===== config.mk =====
export PLATFORM = sky130hd
export DESIGN_NAME = wcg_combine
export DESIGN_NICKNAME = d
export VERILOG_FILES = /design/src/rtl/core/wcg_pkg.sv /design/src/rtl/core/wcg_combine.sv
export SDC_FILE = /design/constraint.sdc
export NUM_CORES = 2
export LEC_CHECK = 0
export BUFFER_PORTS_ARGS = -buffer_cell sky130_fd_sc_hd__buf_2
export CAP_MARGIN = 40
export CORE_ASPECT_RATIO = 1.4
export CORE_MARGIN = 2
export CORE_UTILIZATION = 30
export CTS_CLUSTER_DIAMETER = 60
export DETAILED_ROUTE_END_ITERATION = 12
export GPL_ROUTABILITY_DRIVEN = 0
export SYNTH_ARGS = -nofsm -noshare
export SYNTH_HDL_FRONTEND = slang
export SYNTH_SLANG_ARGS = --single-unit

===== constraint.sdc =====
create_clock -name i_clk -period 27.8 [get_ports i_clk]
set_input_delay 4.17 -clock i_clk [delete_from_list [all_inputs] [get_ports i_clk]]
set_output_delay 4.17 -clock i_clk [all_outputs]
set_load 0.005 [all_outputs]

===== src/rtl/core/wcg_pkg.sv =====
// shared constants, types and table functions of the window coefficient generator
`timescale 1ns / 1ps

package wcg_pkg;

    // sizing
    localparam int INDEX_BITS     = 16;
    localparam int COS_TABLE_BITS = 10;
    localparam int COEF_BITS      = 16;

    localparam int TAB_N       = 1 << COS_TABLE_BITS;
    localparam int ADDR_W      = COS_TABLE_BITS + 1;
    localparam int COS_W       = 31;
    localparam int WGT_W       = 30;
    localparam int PROD_W      = WGT_W + COS_W;
    localparam int SUM_W       = 64;
    localparam int PHASE_W     = 32;
    localparam int WTYPE_W     = 2;
    localparam int CFG_INDEX_W = 2;
    localparam int CFG_DATA_W  = 32;
    localparam int N_TERMS     = 3;
    localparam int PIPE_DEPTH  = 7;

    localparam logic [PHASE_W-1:0] PHASE_STEP_RESET = 32'd4198404;

    // q30 helpers for building the quarter-wave table
    localparam longint Q30_ONE     = 64'sd1073741824;
    localparam longint HALF_PI_Q30 = 64'sd1686629713;
    localparam longint TAYLOR_DIV [7] = '{182, 132, 90, 56, 30, 12, 2};

    typedef enum logic [WTYPE_W-1:0] {
        WIN_HANN     = 2'd0,
        WIN_BLACKMAN = 2'd1,
        WIN_HAMMING  = 2'd2,
        WIN_BHARRIS  = 2'd3
    } t_window;

    typedef enum logic [CFG_INDEX_W-1:0] {
        REG_WINDOW_TYPE = 2'd0,
        REG_PHASE_STEP  = 2'd1
    } t_cfg_reg;

    // one table lookup: magnitude address and cosine sign
    typedef struct packed {
        logic              neg;
        logic [ADDR_W-1:0] addr;
    } t_cos_req;

    // q30 weights of one window
    typedef struct packed {
        logic [WGT_W-1:0] w0;
        logic [WGT_W-1:0] w1;
        logic [WGT_W-1:0] w2;
        logic [WGT_W-1:0] w3;
    } t_wgt_set;

    function automatic t_wgt_set window_weights(input t_window win);
        t_wgt_set w;
        case (win)
            WIN_HANN: begin
                w = '{30'd536870912, 30'd536870912, 30'd0, 30'd0};
            end
            WIN_BLACKMAN: begin
                w = '{30'd450971566, 30'd536870912, 30'd85899346, 30'd0};
            end
            WIN_HAMMING: begin
                w = '{30'd578059648, 30'd495682176, 30'd0, 30'd0};
            end
            WIN_BHARRIS: begin
                w = '{30'd385204879, 30'd524297395, 30'd151698245, 30'd12541305};
            end
            default: begin
                w = '0;
            end
        endcase
        return w;
    endfunction

endpackage


===== src/rtl/core/wcg_combine.sv =====
// weighting, summing, rounding and saturation of the cosine terms
`timescale 1ns / 1ps

module wcg_combine
    import wcg_pkg::*;
(
    input  logic                            i_clk,
    input  logic                            i_en,
    input  t_window                         i_window,
    input  logic [N_TERMS-1:0][COS_W-1:0]   i_mag,
    input  logic [N_TERMS-1:0]              i_neg,
    output logic [COEF_BITS-1:0]            o_coefficient
);

    localparam int                       RES_SHIFT  = 61 - COEF_BITS;
    localparam logic signed [SUM_W-1:0]  ROUND_HALF = SUM_W'(1) << (60 - COEF_BITS);
    localparam logic signed [SUM_W-1:0]  ONE_WIDE   = SUM_W'(1) << (COEF_BITS - 1);
    localparam logic [COEF_BITS-1:0]     COEF_ONE   = COEF_BITS'(1) << (COEF_BITS - 1);

    t_wgt_set                  w_wgt;
    logic [PROD_W-1:0]         r4_base;
    logic [PROD_W-1:0]         r4_prod [N_TERMS];
    logic [N_TERMS-1:0]        r4_neg;
    logic signed [SUM_W-1:0]   w_term [N_TERMS];
    logic signed [SUM_W-1:0]   r5_t1;
    logic signed [SUM_W-1:0]   r5_t2;
    logic signed [SUM_W-1:0]   r6_sum;
    logic signed [SUM_W-1:0]   w_round;
    logic [COEF_BITS-1:0]      n_coef;
    logic [COEF_BITS-1:0]      r_coef;

    assign w_wgt = window_weights(i_window);

    // stage 4: one multiplier per harmonic
    always_ff @(posedge i_clk) begin
        if (i_en) begin
            r4_base    <= PROD_W'(w_wgt.w0) << 30;
            r4_prod[0] <= PROD_W'(w_wgt.w1) * PROD_W'(i_mag[0]);
            r4_prod[1] <= PROD_W'(w_wgt.w2) * PROD_W'(i_mag[1]);
            r4_prod[2] <= PROD_W'(w_wgt.w3) * PROD_W'(i_mag[2]);
            r4_neg     <= i_neg;
        end
    end

    // stage 5: signed partial sums, odd harmonics enter subtracted
    always_comb begin
        for (int j = 0; j < N_TERMS; j++) begin
            w_term[j] = $signed(SUM_W'(r4_prod[j]));
        end
    end

    always_ff @(posedge i_clk) begin
        if (i_en) begin
            r5_t1 <= $signed(SUM_W'(r4_base)) + (r4_neg[0] ? w_term[0] : -w_term[0]);
            r5_t2 <= (r4_neg[1] ? -w_term[1] : w_term[1])
                   + (r4_neg[2] ? w_term[2] : -w_term[2]);
        end
    end

    // stage 6: full sum
    always_ff @(posedge i_clk) begin
        if (i_en) begin
            r6_sum <= r5_t1 + r5_t2;
        end
    end

    // stage 7: round to output precision, clamp to [0, 1.0]
    assign w_round = (r6_sum + ROUND_HALF) >>> RES_SHIFT;

    always_comb begin
        if (r6_sum <= 0) begin
            n_coef = '0;
        end else if (w_round > ONE_WIDE) begin
            n_coef = COEF_ONE;
        end else begin
            n_coef = w_round[COEF_BITS-1:0];
        end
    end

    always_ff @(posedge i_clk) begin
        if (i_en) begin
            r_coef <= n_coef;
        end
    end

    assign o_coefficient = r_coef;

endmodule


==> flow_summary_export.csv <==
group,metric,value,unit
detailed_routing,drc_errors,0,
clock_tree,cts_max_level,2,
worst_setup_path,critical_path_class,"in -> reg",
yosys,synth_seq_cells,399,
worst_setup_path,cp-end-kind,"register",
sta,fmax,72.1,MHz
yosys,synth_cell_types,90,
floorplan,ios,116,
floorplan,core-area,278000,um2
place,dp_cells,12321,
sta,max_slew_margin,0.357,
clock_tree,insertion_delay,0.62,ns
grt,grt_overflow,0,
sta,finalMaxSlewViolations,0,
place,dpl.hpwl,205,mm
floorplan,die_h,629,um
detailed_routing,routed_wl,232,mm
cells_and_area,layoutNonFillerInstCount,12426,
worst_setup_path,critPathMaxStageDelay,0.70,ns
cells_and_area,mostFrequentLayoutCells,"inv_1 (2,392), ha_1 (1,342), fa_1 (1,324)",
cells_and_area,syn2layout_area_growth,8.00,%
clock_tree,cts_resized,0,
sta,setup_violations,0,
yosys,syn-cell-area,83800,um2
cells_and_area,layout_commonest_cell,"inv_1",
worst_setup_path,arrival,14.27,ns
detailed_routing,vias_per_cell,4.71,
sta,post-route-min-period,13.86,ns
worst_setup_path,start_kind,"input pin",
clock_tree,numCtsBuffers,54,
grt,grt_max_degree,114,
floorplan,chipWidth,451,um
clock_tree,cts_hold_buf,0,
clock_tree,post_cts_buffers,0,
yosys,seq_area_frac_synth,0.143,
clock_tree,cts_tree,"done",
clock_tree,cts_sinks,399,
floorplan,start_util,0.301,
worst_setup_path,cp_slowest_cell,"buf_4",
worst_hold_path,worstHoldPathType,"reg -> reg",
yosys,synth-async-reset-ratio,0,
status,status,"complete, no violations",
clock_tree,clk_pin_slew_worst_paths,0.06,ns
sta,hold_violations,0,
detailed_routing,dr.pass1.iters,5,
yosys,synth_edf_count,399,
clock_tree,clockBufferDepth,3,
place,port_buffers,115,
worst_setup_path,rr_worst_depth,18,
cells_and_area,drive_gt1_frac,0.0329,
sta,fin_setup_tns,0,ns
yosys,yosysWarnings,0,
detailed_routing,drtIter0Drc,3098,
grt,grt_pass1_wl,361,mm
cells_and_area,final_nets,11448,
run,drv_cap,0,
sta,rsz0062_at_grt,"false",
grt,grt_antenna_before_repair,27,
clock_tree,cts_root_buf,"clkbuf_16",
yosys,synthFlopType,"edfxtp_1",
worst_setup_path,worstPathRequired,28.21,ns
detailed_routing,ant_nets,0,
detailed_routing,routedWlPerCell,18.7,um
floorplan,row_count,229,
worst_hold_path,min_delay_path_depth,0,
grt,track_usage,0.165,
detailed_routing,dr_total_vias,58478,
yosys,postSynthCellCount,8628,
grt,grt_pass1_vias,63264,
floorplan,fp.dieArea,283000,um2
worst_setup_path,cp_max_fo,63,
sta,finClkSkew,0.0213,ns
yosys,synth_area_per_cell,9.71,um2
sta,max_slew.worst_pin.slew,0.952,ns
yosys,synth.net_count,11395,
sta,period_share,0.499,
per-layer routing:
layer	vias to the layer above	share of wire	track usage	wire (um)
met5	-	0.00083	0	192
met4	28	0.079	0.105	18400
met1	28928	0.37	0.179	86000
met2	1332	0.52	0.306	120000
met3	603	0.033	0.0149	7620
li1	27587	-	-	-
Yosys cell counts (all sizes together) (52+ instances only):
cell type / number / area share
and3: 58 / 0.0043
ha: 1343 / 0.20
and2: 187 / 0.014
a21o: 236 / 0.021
a21oi: 380 / 0.023
xnor2: 305 / 0.032
xor2: 193 / 0.020
inv: 2392 / 0.11
a31oi: 52 / 0.0039
clkbuf: 128 / 0.0057
nor2: 320 / 0.014
o21ai: 185 / 0.011
nand4: 61 / 0.0046
edfxtp: 399 / 0.14
nand2: 304 / 0.014
nand3: 85 / 0.0051
nor3: 82 / 0.0049
fa: 1324 / 0.32
stage by stage:
step	hold WS (ns)	utilization	area (um2)	setup slack [ns]
after floorplan	0.476	-	83800	15.48
final	0.552	0.325	90500	13.94
after global placement	0.548	0.319	88600	13.60
after detailed placement	0.543	0.319	88700	13.45
after global routing	0.576	0.325	90500	13.41
after CTS	0.559	0.325	90500	14.01
cell type report:
type / count / area [um2]
inverters: 2392 / 8980
multi-input cells: 5696 / 62300
diodes: 4 / 10.0
well taps: 3696 / 4620
repair buffers: 138 / 817
clock inverters: 41 / 380
flip-flops and latches: 399 / 12000
clock buffers: 60 / 1400
fillers: 28752 / 187000
worst paths after layout:
path | from | to | slack (ns)
worst max-delay path | i_window[0] | r4_prod[0][58] | 13.94
worst min-delay path | r4_prod[0][0] | r5_t1[0] | 0.55
worst max register to register | r4_prod[0][137] | r5_t2[63] | 21.67
worst min register to register | r4_prod[0][0] | r5_t1[0] | 0.55
cell families (layout without fill, tap and decap cells):
group / after synthesis / after routing / share of synthesized area
muxes: 10 / 10 / 0.00127
other: 0 / 4 / 0
adders and majority gates: 2673 / 2673 / 0.518
and+or+nand+nor: 1323 / 1323 / 0.0801
xor gates and xnor gates: 498 / 498 / 0.0522
AOI/OAI and AO/OA: 1192 / 1192 / 0.0920
DFF: 399 / 399 / 0.143
buffers and inverters: 2533 / 2631 / 0.114
worst max-delay path: cells and delay by family:
family                     cells  cell delay [ns]
AOI/OAI and AO/OA              5             1.97
adders and majority gates     10             4.54
buffers and inverters         10             1.92
and+or+nand+nor                6             1.58
sequential cells by signal, summed over array words and instances (netlist names):
signal,count
r4_prod,180
o_coefficient,16
r4_neg,3
r4_base,8
r5_t1,64
r5_t2,64
r6_sum,64
Power is not shown: default switching activity piles up to over one toggle a cycle in this logic, so the estimate is an artifact.
