==> config.mk <==
export PLATFORM = sky130hd
export DESIGN_NAME = wcg_phase
export DESIGN_NICKNAME = d
export VERILOG_FILES = /design/src/rtl/core/wcg_pkg.sv /design/src/rtl/core/wcg_phase.sv
export SDC_FILE = /design/constraint.sdc
export NUM_CORES = 1
export LEC_CHECK = 0
export ABC_AREA = 1
export BUFFER_PORTS_ARGS = -buffer_cell sky130_fd_sc_hd__buf_4
export CORE_UTILIZATION = 52
export DETAILED_ROUTE_END_ITERATION = 10
export PLACE_DENSITY = 0.66
export SETUP_SLACK_MARGIN = 0.15
export SYNTH_ARGS = -nofsm -noshare
export SYNTH_HDL_FRONTEND = slang
export SYNTH_SLANG_ARGS = --single-unit
==> constraint.sdc <==
create_clock -name i_clk -period 11.2 [get_ports i_clk]
set_clock_uncertainty 0.15 [all_clocks]
set_input_delay 1.68 -clock i_clk [delete_from_list [all_inputs] [get_ports i_clk]]
set_output_delay 1.68 -clock i_clk [all_outputs]
set_load 0.05 [all_outputs]
==> src/rtl/core/wcg_pkg.sv <==
// shared constants, types and table functions of the window coefficient generator
`timescale 1ns / 1ps

package wcg_pkg;

    // sizing
    localparam int INDEX_BITS     = 16;
    localparam int COS_TABLE_BITS = 10;
    localparam int COEF_BITS      = 16;

    localparam int TAB_N       = 1 << COS_TABLE_BITS;
    localparam int ADDR_W      = COS_TABLE_BITS + 1;
    localparam int COS_W       = 31;
    localparam int WGT_W       = 30;
    localparam int PROD_W      = WGT_W + COS_W;
    localparam int SUM_W       = 64;
    localparam int PHASE_W     = 32;
    localparam int WTYPE_W     = 2;
    localparam int CFG_INDEX_W = 2;
    localparam int CFG_DATA_W  = 32;
    localparam int N_TERMS     = 3;
    localparam int PIPE_DEPTH  = 7;

    localparam logic [PHASE_W-1:0] PHASE_STEP_RESET = 32'd4198404;

    // q30 helpers for building the quarter-wave table
    localparam longint Q30_ONE     = 64'sd1073741824;
    localparam longint HALF_PI_Q30 = 64'sd1686629713;
    localparam longint TAYLOR_DIV [7] = '{182, 132, 90, 56, 30, 12, 2};

    typedef enum logic [WTYPE_W-1:0] {
        WIN_HANN     = 2'd0,
        WIN_BLACKMAN = 2'd1,
        WIN_HAMMING  = 2'd2,
        WIN_BHARRIS  = 2'd3
    } t_window;

    typedef enum logic [CFG_INDEX_W-1:0] {
        REG_WINDOW_TYPE = 2'd0,
        REG_PHASE_STEP  = 2'd1
    } t_cfg_reg;

    // one table lookup: magnitude address and cosine sign
    typedef struct packed {
        logic              neg;
        logic [ADDR_W-1:0] addr;
    } t_cos_req;

    // q30 weights of one window
    typedef struct packed {
        logic [WGT_W-1:0] w0;
        logic [WGT_W-1:0] w1;
        logic [WGT_W-1:0] w2;
        logic [WGT_W-1:0] w3;
    } t_wgt_set;

    function automatic t_wgt_set window_weights(input t_window win);
        t_wgt_set w;
        case (win)
            WIN_HANN: begin
                w = '{30'd536870912, 30'd536870912, 30'd0, 30'd0};
            end
            WIN_BLACKMAN: begin
                w = '{30'd450971566, 30'd536870912, 30'd85899346, 30'd0};
            end
            WIN_HAMMING: begin
                w = '{30'd578059648, 30'd495682176, 30'd0, 30'd0};
            end
            WIN_BHARRIS: begin
                w = '{30'd385204879, 30'd524297395, 30'd151698245, 30'd12541305};
            end
            default: begin
                w = '0;
            end
        endcase
        return w;
    endfunction

endpackage

==> src/rtl/core/wcg_phase.sv <==
// phase multiply and quarter-wave address generation for the three harmonics
`timescale 1ns / 1ps

module wcg_phase
    import wcg_pkg::*;
(
    input  logic                     i_clk,
    input  logic                     i_en,
    input  logic [INDEX_BITS-1:0]    i_index,
    input  logic [PHASE_W-1:0]       i_step,
    output t_cos_req [N_TERMS-1:0]   o_req
);

    localparam logic [PHASE_W-1:0] ROUND_STEP = PHASE_W'(1) << (29 - COS_TABLE_BITS);
    localparam logic [ADDR_W-1:0]  TAB_TOP    = ADDR_W'(TAB_N);

    logic [INDEX_BITS+PHASE_W-1:0] w_prod;
    logic [PHASE_W-1:0]            r_p1;
    logic [PHASE_W-1:0]            w_ph [N_TERMS];
    logic [PHASE_W-1:0]            w_rp [N_TERMS];
    t_cos_req [N_TERMS-1:0]        n_req;
    t_cos_req [N_TERMS-1:0]        r_req;

    // stage 1: phase of the index, wraps in whole turns
    assign w_prod = (INDEX_BITS+PHASE_W)'(i_index) * (INDEX_BITS+PHASE_W)'(i_step);

    always_ff @(posedge i_clk) begin
        if (i_en) begin
            r_p1 <= w_prod[PHASE_W-1:0];
        end
    end

    // stage 2: harmonics, rounding to the table step, quadrant folding
    always_comb begin
        w_ph[0] = r_p1;
        w_ph[1] = {r_p1[PHASE_W-2:0], 1'b0};
        w_ph[2] = r_p1 + {r_p1[PHASE_W-2:0], 1'b0};
        for (int j = 0; j < N_TERMS; j++) begin
            w_rp[j] = w_ph[j] + ROUND_STEP;
            // odd quadrants read the table mirrored
            if (w_rp[j][PHASE_W-2]) begin
                n_req[j].addr = TAB_TOP - {1'b0, w_rp[j][PHASE_W-3 -: COS_TABLE_BITS]};
            end else begin
                n_req[j].addr = {1'b0, w_rp[j][PHASE_W-3 -: COS_TABLE_BITS]};
            end
            // cosine is negative in the second and third quadrants
            n_req[j].neg = w_rp[j][PHASE_W-1] ^ w_rp[j][PHASE_W-2];
        end
    end

    always_ff @(posedge i_clk) begin
        if (i_en) begin
            r_req <= n_req;
        end
    end

    assign o_req = r_req;

endmodule

==> impl_metrics.json, run 1 <==
{
  "grt_antenna_before_repair": 0,
  "grt-ovfl-total": 0,
  "place_congestion": 0.881,
  "via_count": 13929,
  "crit_required_ps": 11140,
  "rr_startpoint": "r_p1[18]",
  "seq_area_frac_synth": 0.117,
  "synth_async_sr_flop_share": 0,
  "drt_iter0_markers": 789,
  "yosysWarnings": 0,
  "cts_tree": "yes",
  "synth_seq_cells": 68,
  "numClockSinks": 68,
  "drt-total-wl_mm": 44.0,
  "grt_max_degree": 69,
  "whs_ps": 606,
  "cts_setup_buffers": 0,
  "synth_cell_types": 46,
  "syn_inst": 2309,
  "setup_viol": 0,
  "synth_edf_count": 68,
  "setup_tns_ps": 0,
  "synth_top_cell_by_area": "fa_1",
  "ys_top_cells_by_count": "nand2_1, inv_1, fa_1, ha_1, clkbuf_1",
  "io_pins": 86,
  "grt_pass1_wl_mm": 73.3,
  "clock_latency_ps": 340,
  "worstMarginPinSlew_ps": 810,
  "drive_above_1_share": 0.0590,
  "final.min_clock_period_ps": 7210,
  "dpl_cell_area_mm2": 0.0183,
  "initial_core_util": 0.532,
  "dieArea_mm2": 0.0343,
  "wire_per_inst_um": 15.9,
  "drtAntennaViolNets": 0,
  "viasPerCell": 5.04,
  "cts_buffer_depth": 2,
  "critPathCaptureType": "register",
  "coreArea_mm2": 0.0328,
  "insertedDiodeCount": 0,
  "syn_nets": 2789,
  "root_buffer": "clkbuf_16",
  "final_nets": 2802,
  "max_freq_ghz": 0.139,
  "chipHeight_um": 185,
  "cts_hold_buf": 0,
  "status": "completed",
  "hold_class": "reg -> reg",
  "relSlewSlack": 0.460,
  "min_from": "r_p1[20]",
  "synth_most_common_cell": "nand2_1",
  "syn_area_mm2": 0.0174,
  "drc": 0,
  "area_growth_pct": 6.65,
  "hpwl_mm": 35.1,
  "start_kind": "input pin",
  "critPathLaunch": "i_index[1]",
  "ys.flop_type": "edfxtp_1",
  "cts_resized": 0,
  "yosysTopAreaCellShare": 0.349,
  "numCtsBuffers": 9,
  "final_max_slew_viol_count": 0,
  "die_w_um": 185,
  "rows": 66,
  "finalCritPeriodShare": 0.643,
  "rsz0062_at_grt": "no",
  "crit_type": "in -> reg",
  "hold_viol": 0,
  "dr.pass1.iters": 5,
  "utilization": 0.567,
  "arrival_ps": 7140,
  "ys_top_cells_by_area": "fa_1, nand2_1, inv_1",
  "critPathMaxFanout": 31,
  "max_cap_viol_count": 0,
  "h-tree-depth": 3,
  "final_cell_area_mm2": 0.0186,
  "synth_area_per_cell_um2": 7.55,
  "track_usage": 0.277,
  "port_buffers": 85,
  "grt_pass1_vias": 14831,
  "clk_pin_slew_ps": 50
}
[metal layers]
layer  share of wire  GRT usage  vias to the layer above  wire length [um]
li1                -          -                     6660                 -
met1            0.42      0.346                     6690             18300
met2            0.49      0.500                      490             21600
met3           0.064     0.0311                       89              2830
met4           0.029     0.0873                        0              1270
met5               0          0                        -                 0
[layout by cell type (no fill, tap or decap), types with 6 or more instances in the layout]
master	Yosys	final
clkbuf_16	0	9
nand2_2	14	14
o21ai_0	22	22
xor2_1	64	64
ha_1	126	126
fa_1	304	304
nand3_1	56	56
buf_4	0	85
nor2_1	69	69
nand3b_1	6	6
nand4_1	17	17
edfxtp_1	68	68
xnor2_1	24	24
inv_1	644	644
a21oi_1	48	48
nor2_2	8	8
nor3_1	11	11
nand2_1	700	700
[critical path: stages]
cell     delay, ps
buf_4          430
nand2_1        150
fa_1           540
fa_1           520
fa_1           450
fa_1           500
inv_1           60
fa_1           530
inv_1           50
fa_1           470
inv_1           40
ha_1           340
nand2_1        120
nor2_1         190
nand3_1        100
nand3_1        140
a21oi_1        130
o21ai_0        410
a21oi_1        150
xnor2_1        150
[path summary, 6_finish.rpt]
| check | endpoint | slack, ps | cells after the start |
|---|---|---|---|
| hold / removal | o_req[0] | 610 | 1 |
| setup reg to reg | o_req[32] | 7830 | 17 |
| setup / recovery | r_p1[24] | 3990 | 20 |
| hold reg to reg | o_req[0] | 610 | 1 |
[kinds of logic after synthesis]
group                      synth area share
buffers and inverters                 0.158
xor gates and xnor gates             0.0452
AOI/OAI and AO/OA                    0.0293
and+or+nand+nor                       0.210
DFF                                   0.117
adders and majority gates             0.440
[sequential cells by signal, summed over array words and instances, names as in the netlist]
| signal | cells |
|---|---|
| r_p1 | 32 |
| o_req | 36 |
[layout make-up]
| class | count | area (um2) |
|---|---|---|
| sequential | 68 | 2040 |
| tap | 442 | 553 |
| multi-input combinational | 1510 | 12600 |
| clock inverter | 4 | 67.6 |
| clock buffer | 9 | 225 |
| timing repair buffer | 85 | 638 |
| fill | 3128 | 14200 |
| inverter | 648 | 2430 |
[through the flow]
| step | setup WS, ps | instances |
|---|---|---|
| 3_3_place_gp | 3740 | 2753 |
| 5_1_grt | 3740 | 2766 |
| 3_5_place_dp | 3700 | 2753 |
| 2_1_floorplan | 4080 | 2309 |
| 6_report | 3990 | 2766 |
| 4_1_cts | 4050 | 2766 |
Power of run 1 is left out: the tool's default activity adds up to more than one toggle a clock period on the data nets, which glitch-free logic cannot reach.
==> run 2: changes to the inputs <==
Clock period 11.2 ns to 7.07 ns, I/O delays scaled along.
==> run 2 against run 1 <==
Compared with the run above: core utilization hardly changed; highest routed layer unchanged; register-to-register slack got worse by 4200 ps; critical path type unchanged; flip-flop and latch count unchanged; via count rose by 0.55%; critical path depth up 1; critical endpoint is now r_p1[27]; final cell count up 0.11%; non-clock buffer count unchanged; die area unchanged.
==> impl_metrics.json, run 2 (same netlist as run 1, synthesis figures left out) <==
{
  "chipHeight_um": 185,
  "area_growth_pct": 6.68,
  "crit_type": "in -> reg",
  "rr_endpoint": "o_req[32]",
  "arrival_ps": 6490,
  "die_w_um": 185,
  "grt_max_degree": 69,
  "drc": 0,
  "coreArea_mm2": 0.0328,
  "layout_commonest_cell": "nand2_1",
  "worstMarginPinSlew_ps": 811,
  "cts_tree": "yes",
  "initial_core_util": 0.532,
  "grt-ovfl-total": 0,
  "mostFrequentLayoutCells": "nand2_1, inv_1, fa_1",
  "final.min_clock_period_ps": 6560,
  "grt_antenna_before_repair": 0,
  "hold_class": "reg -> reg",
  "numCtsBuffers": 9,
  "drive_above_1_share": 0.0610,
  "critPathCaptureType": "register",
  "dieArea_mm2": 0.0343,
  "wire_per_inst_um": 15.9,
  "rr_startpoint": "r_p1[18]",
  "track_usage": 0.278,
  "final_max_slew_viol_count": 0,
  "critPathMaxFanout": 31,
  "hpwl_mm": 35.0,
  "cts_hold_buf": 0,
  "critPathMaxStageDelay_ps": 530,
  "rr_worst_depth": 17,
  "largest_reg_flops": 36,
  "crit_slowest_cell": "fa_1",
  "max_cap_viol_count": 0,
  "grt_pass1_wl_mm": 73.3,
  "cts_resized": 0,
  "drtAntennaViolNets": 0,
  "place_congestion": 0.882,
  "finalCritPeriodShare": 0.928,
  "numClockSinks": 68,
  "endpoint": "r_p1[27]",
  "drt-total-wl_mm": 44.0,
  "drt_iter0_markers": 839,
  "relSlewSlack": 0.459,
  "max_freq_ghz": 0.152,
  "critPathLaunch": "i_index[1]",
  "h-tree-depth": 3,
  "grt_pass1_vias": 14790,
  "hold_viol": 0,
  "port_buffers": 85,
  "start_kind": "input pin",
  "status": "completed",
  "setup_tns_ps": 0,
  "dr.pass1.iters": 5,
  "viasPerCell": 5.06,
  "timing.critical_path.mode_cell": "fa_1",
  "clk_pin_slew_ps": 60,
  "root_buffer": "clkbuf_16",
  "via_count": 14005,
  "crit_required_ps": 7000,
  "cts_buffer_depth": 2,
  "path_cells": "buf_4 > nand2_1 > fa_1 > fa_1 > fa_1 > inv_1 > fa_1 > fa_1 > inv_1 > fa_1 > inv_1 > ha_1 > a21oi_1 > o21ai_0 > a21oi_1 > nand3_1 > nand3_1 > nand2_1 > nand2_1 > nand2_1 > xor2_1",
  "rows": 66,
  "setup_viol": 0,
  "fillers": 3136,
  "ff2ff_setup_slack_ps": 3630,
  "io_pins": 86,
  "final_nets": 2802,
  "cts_setup_buffers": 0,
  "insertedDiodeCount": 0,
  "rsz0062_at_grt": "no",
  "clock_latency_ps": 340
}
-- run 2: metal layers --
metal / track usage / vias up / part of all wire
li1: - / 6669 / -
met4: 0.0912 / 0 / 0.031
met2: 0.492 / 543 / 0.49
met3: 0.0417 / 105 / 0.076
met5: 0 / - / 0
met1: 0.346 / 6688 / 0.41
-- run 2: final cells by class --
type                            instances  area (um2)  share of cell area
Clock buffer                            9         225              0.0121
Clock inverter                          7        73.8             0.00397
Inverter                              648        2430               0.131
Multi-Input combinational cell       1510       12600               0.679
Sequential cell                        68        2040               0.110
Tap cell                              442         553              0.0297
Timing Repair Buffer                   85         638              0.0343
-- run 2: metrics by stage --
stage	setup WS [ps]	hold slack, ps	util	area, um2	cells
6_report	512	612	0.567	18600	2769
5_1_grt	253	632	0.567	18600	2769
4_1_cts	543	630	0.567	18600	2769
3_5_place_dp	168	618	0.558	18300	2753
3_3_place_gp	235	611	0.558	18300	2753
2_1_floorplan	571	486	-	17400	2309
-- run 2: how the worst min path moves through the flow --
stage | from | end | slack, ps | cells after the start
finish | r_p1[20] | o_req[0] | 610 | 1
global route | r_p1[20] | o_req[0] | 630 | 1
CTS | r_p1[31] | o_req[11] | 630 | 2
detailed placement | r_p1[20] | o_req[0] | 620 | 1
global placement | r_p1[20] | o_req[0] | 610 | 1
floorplan | r_p1[20] | o_req[0] | 490 | 1
-- run 2: worst max-delay path: cells and delay by family --
| kind | cells | cell delay [ps] |
|---|---|---|
| compound gates | 3 | 680 |
| xor+xnor | 1 | 140 |
| fa+ha+maj | 7 | 3380 |
| buf+inv | 4 | 560 |
| simple gates | 6 | 640 |
Power of run 2 is left out for the same reason.
==> run 3: changes to the inputs <==
Settings changed: CTS_CLUSTER_SIZE set to 10, PLACE_DENSITY 0.66 to 0.69.
Clock period 7.07 ns to 5.63 ns, I/O delays scaled along.
==> run 3 against run 2 <==
Compared with the run above: the run now ends with negative setup slack left; worst setup slack got worse by 670 ps; critical path depth increased by 6; routed wire length decreased by 0.42%; non-clock buffer count increased by 224; highest routed layer unchanged; final cell count increased by 8.1%; cell area increased by 16%; sequential share of layout area decreased by 1.6 points; count of clock-buffer cells in the layout increased by 1; register-to-register slack got worse by 1400 ps; worst hold slack improved by 2.3 ps; critical endpoint unchanged; core utilization increased by 9.3 points; die area unchanged.
==> impl_metrics.json, run 3 (same netlist as run 1, synthesis figures left out) <==
{
  "dr.pass1.iters": 6,
  "numCtsBuffers": 9,
  "status": "complete, but fails checks",
  "cts_buffer_depth": 2,
  "critPathCaptureType": "register",
  "final_max_slew_viol_count": 0,
  "numClockSinks": 68,
  "clock_latency_ps": 340,
  "hold_class": "reg -> reg",
  "max_cap_viol_count": 0,
  "dieArea_mm2": 0.0343,
  "fillers": 2658,
  "ff2ff_setup_slack_ps": 2240,
  "final.min_clock_period_ps": 5790,
  "rsz0062_at_grt": "yes",
  "crit_type": "in -> reg",
  "max_freq_ghz": 0.173,
  "grt_antenna_before_repair": 0,
  "drt-total-wl_mm": 43.8,
  "hpwl_mm": 37.3,
  "rows": 66,
  "root_buffer": "clkbuf_16",
  "track_usage": 0.270,
  "critPathMaxFanout": 10,
  "final_nets": 3026,
  "io_pins": 86,
  "arrival_ps": 5720,
  "drc": 0,
  "mostFrequentLayoutCells": "nand2_1, inv_1, fa_1",
  "coreArea_mm2": 0.0328,
  "drtAntennaViolNets": 0,
  "relSlewSlack": 0.448,
  "grt_pass1_wl_mm": 73.0,
  "cts_hold_buf": 0,
  "violations": "negative setup slack",
  "hold_viol": 0,
  "viasPerCell": 4.91,
  "drt_iter0_markers": 735,
  "port_buffers": 85,
  "grt_pass1_vias": 15567,
  "chipHeight_um": 185,
  "via_count": 14706,
  "wire_per_inst_um": 14.6,
  "grt_max_degree": 69,
  "area_growth_pct": 24.2,
  "cts_tree": "yes",
  "crit_required_ps": 5560,
  "setup_viol": 12,
  "initial_core_util": 0.532,
  "place_congestion": 0.873,
  "dpl_cell_area_mm2": 0.0202,
  "die_w_um": 185,
  "fin_ws_ps": -156,
  "drive_above_1_share": 0.223,
  "h-tree-depth": 3,
  "layout_commonest_cell": "nand2_1",
  "grt-ovfl-total": 0,
  "finalCritPeriodShare": 1.03,
  "clk_pin_slew_ps": 60,
  "largest_reg_flops": 36,
  "worstMarginPinSlew_ps": 828,
  "insertedDiodeCount": 0,
  "start_kind": "input pin",
  "final_cell_area_mm2": 0.0217
}
-- run 3: cell count changes in the layout (fill, tap and decap cells not counted), sizes merged --
cell,change
clkbuf,+2
clkinv,+1
inv,-2
buf,+223
-- run 3: area by class of cell --
class | count | area, um2 | area share
multi-input cells | 1510 | 13500 | 0.624
repair buffers | 309 | 2810 | 0.130
inverters | 648 | 2440 | 0.113
flip-flops and latches | 68 | 2040 | 0.0943
well taps | 442 | 553 | 0.0255
clock buffers | 10 | 229 | 0.0106
clock inverters | 6 | 65.1 | 0.00300
-- run 3: routing by layer --
metal,share of wire,routed length (um),GRT usage,vias to the layer above
met1,0.42,18400,0.340,7082
met2,0.51,22100,0.480,413
met4,0.031,1380,0.0949,0
met5,0,0,0,-
met3,0.042,1840,0.0281,91
li1,-,-,-,7120
-- run 3: path summary, 6_finish.rpt --
path / startpoint / to / cells past startpoint
worst min register to register: r_p1[31] / o_req[11] / 2
worst min-delay path: r_p1[31] / o_req[11] / 2
worst max-delay path: i_index[6] / r_p1[27] / 27
worst max register to register: r_p1[18] / o_req[32] / 17
-- run 3: critical path: stages --
cell and delay (ps):
buf_12 120, buf_12 120, buf_6 130, nand2_1 80, inv_1 50, fa_1 480
inv_1 50, fa_1 480, fa_1 490, inv_1 50, fa_1 440, fa_1 480
inv_1 50, fa_1 470, inv_1 60, ha_4 320, nand2_4 70, inv_2 60
nand2_4 50, nor2_4 130, nand4_1 170, nand3_2 150, nand3_2 70, nand2_2 90
nand2_1 50, nand2_1 70, xor2_1 60
-- run 3: stage by stage --
stage / std cells / worst slack [ps] / TNS (ps) / utilization / hold WS [ps]
2_1_floorplan: 2309 / -173 / -1140 / - / 486
3_3_place_gp: 2947 / -772 / -7310 / 0.615 / 591
3_5_place_dp: 2947 / -783 / -8990 / 0.615 / 607
4_1_cts: 2976 / -239 / -1520 / 0.636 / 615
5_1_grt: 2993 / -317 / -3160 / 0.661 / 690
6_report: 2993 / -156 / -973 / 0.661 / 614
-- run 3: what timing repair did --
action / CTS / global route
resized for setup: 75 / 207
pin swaps: 40 / 130
gates cloned: 0 / 1
setup buffers: 13 / 16
endpoints found under the setup margin: 19 / 20
Power of run 3 is left out for the same reason.
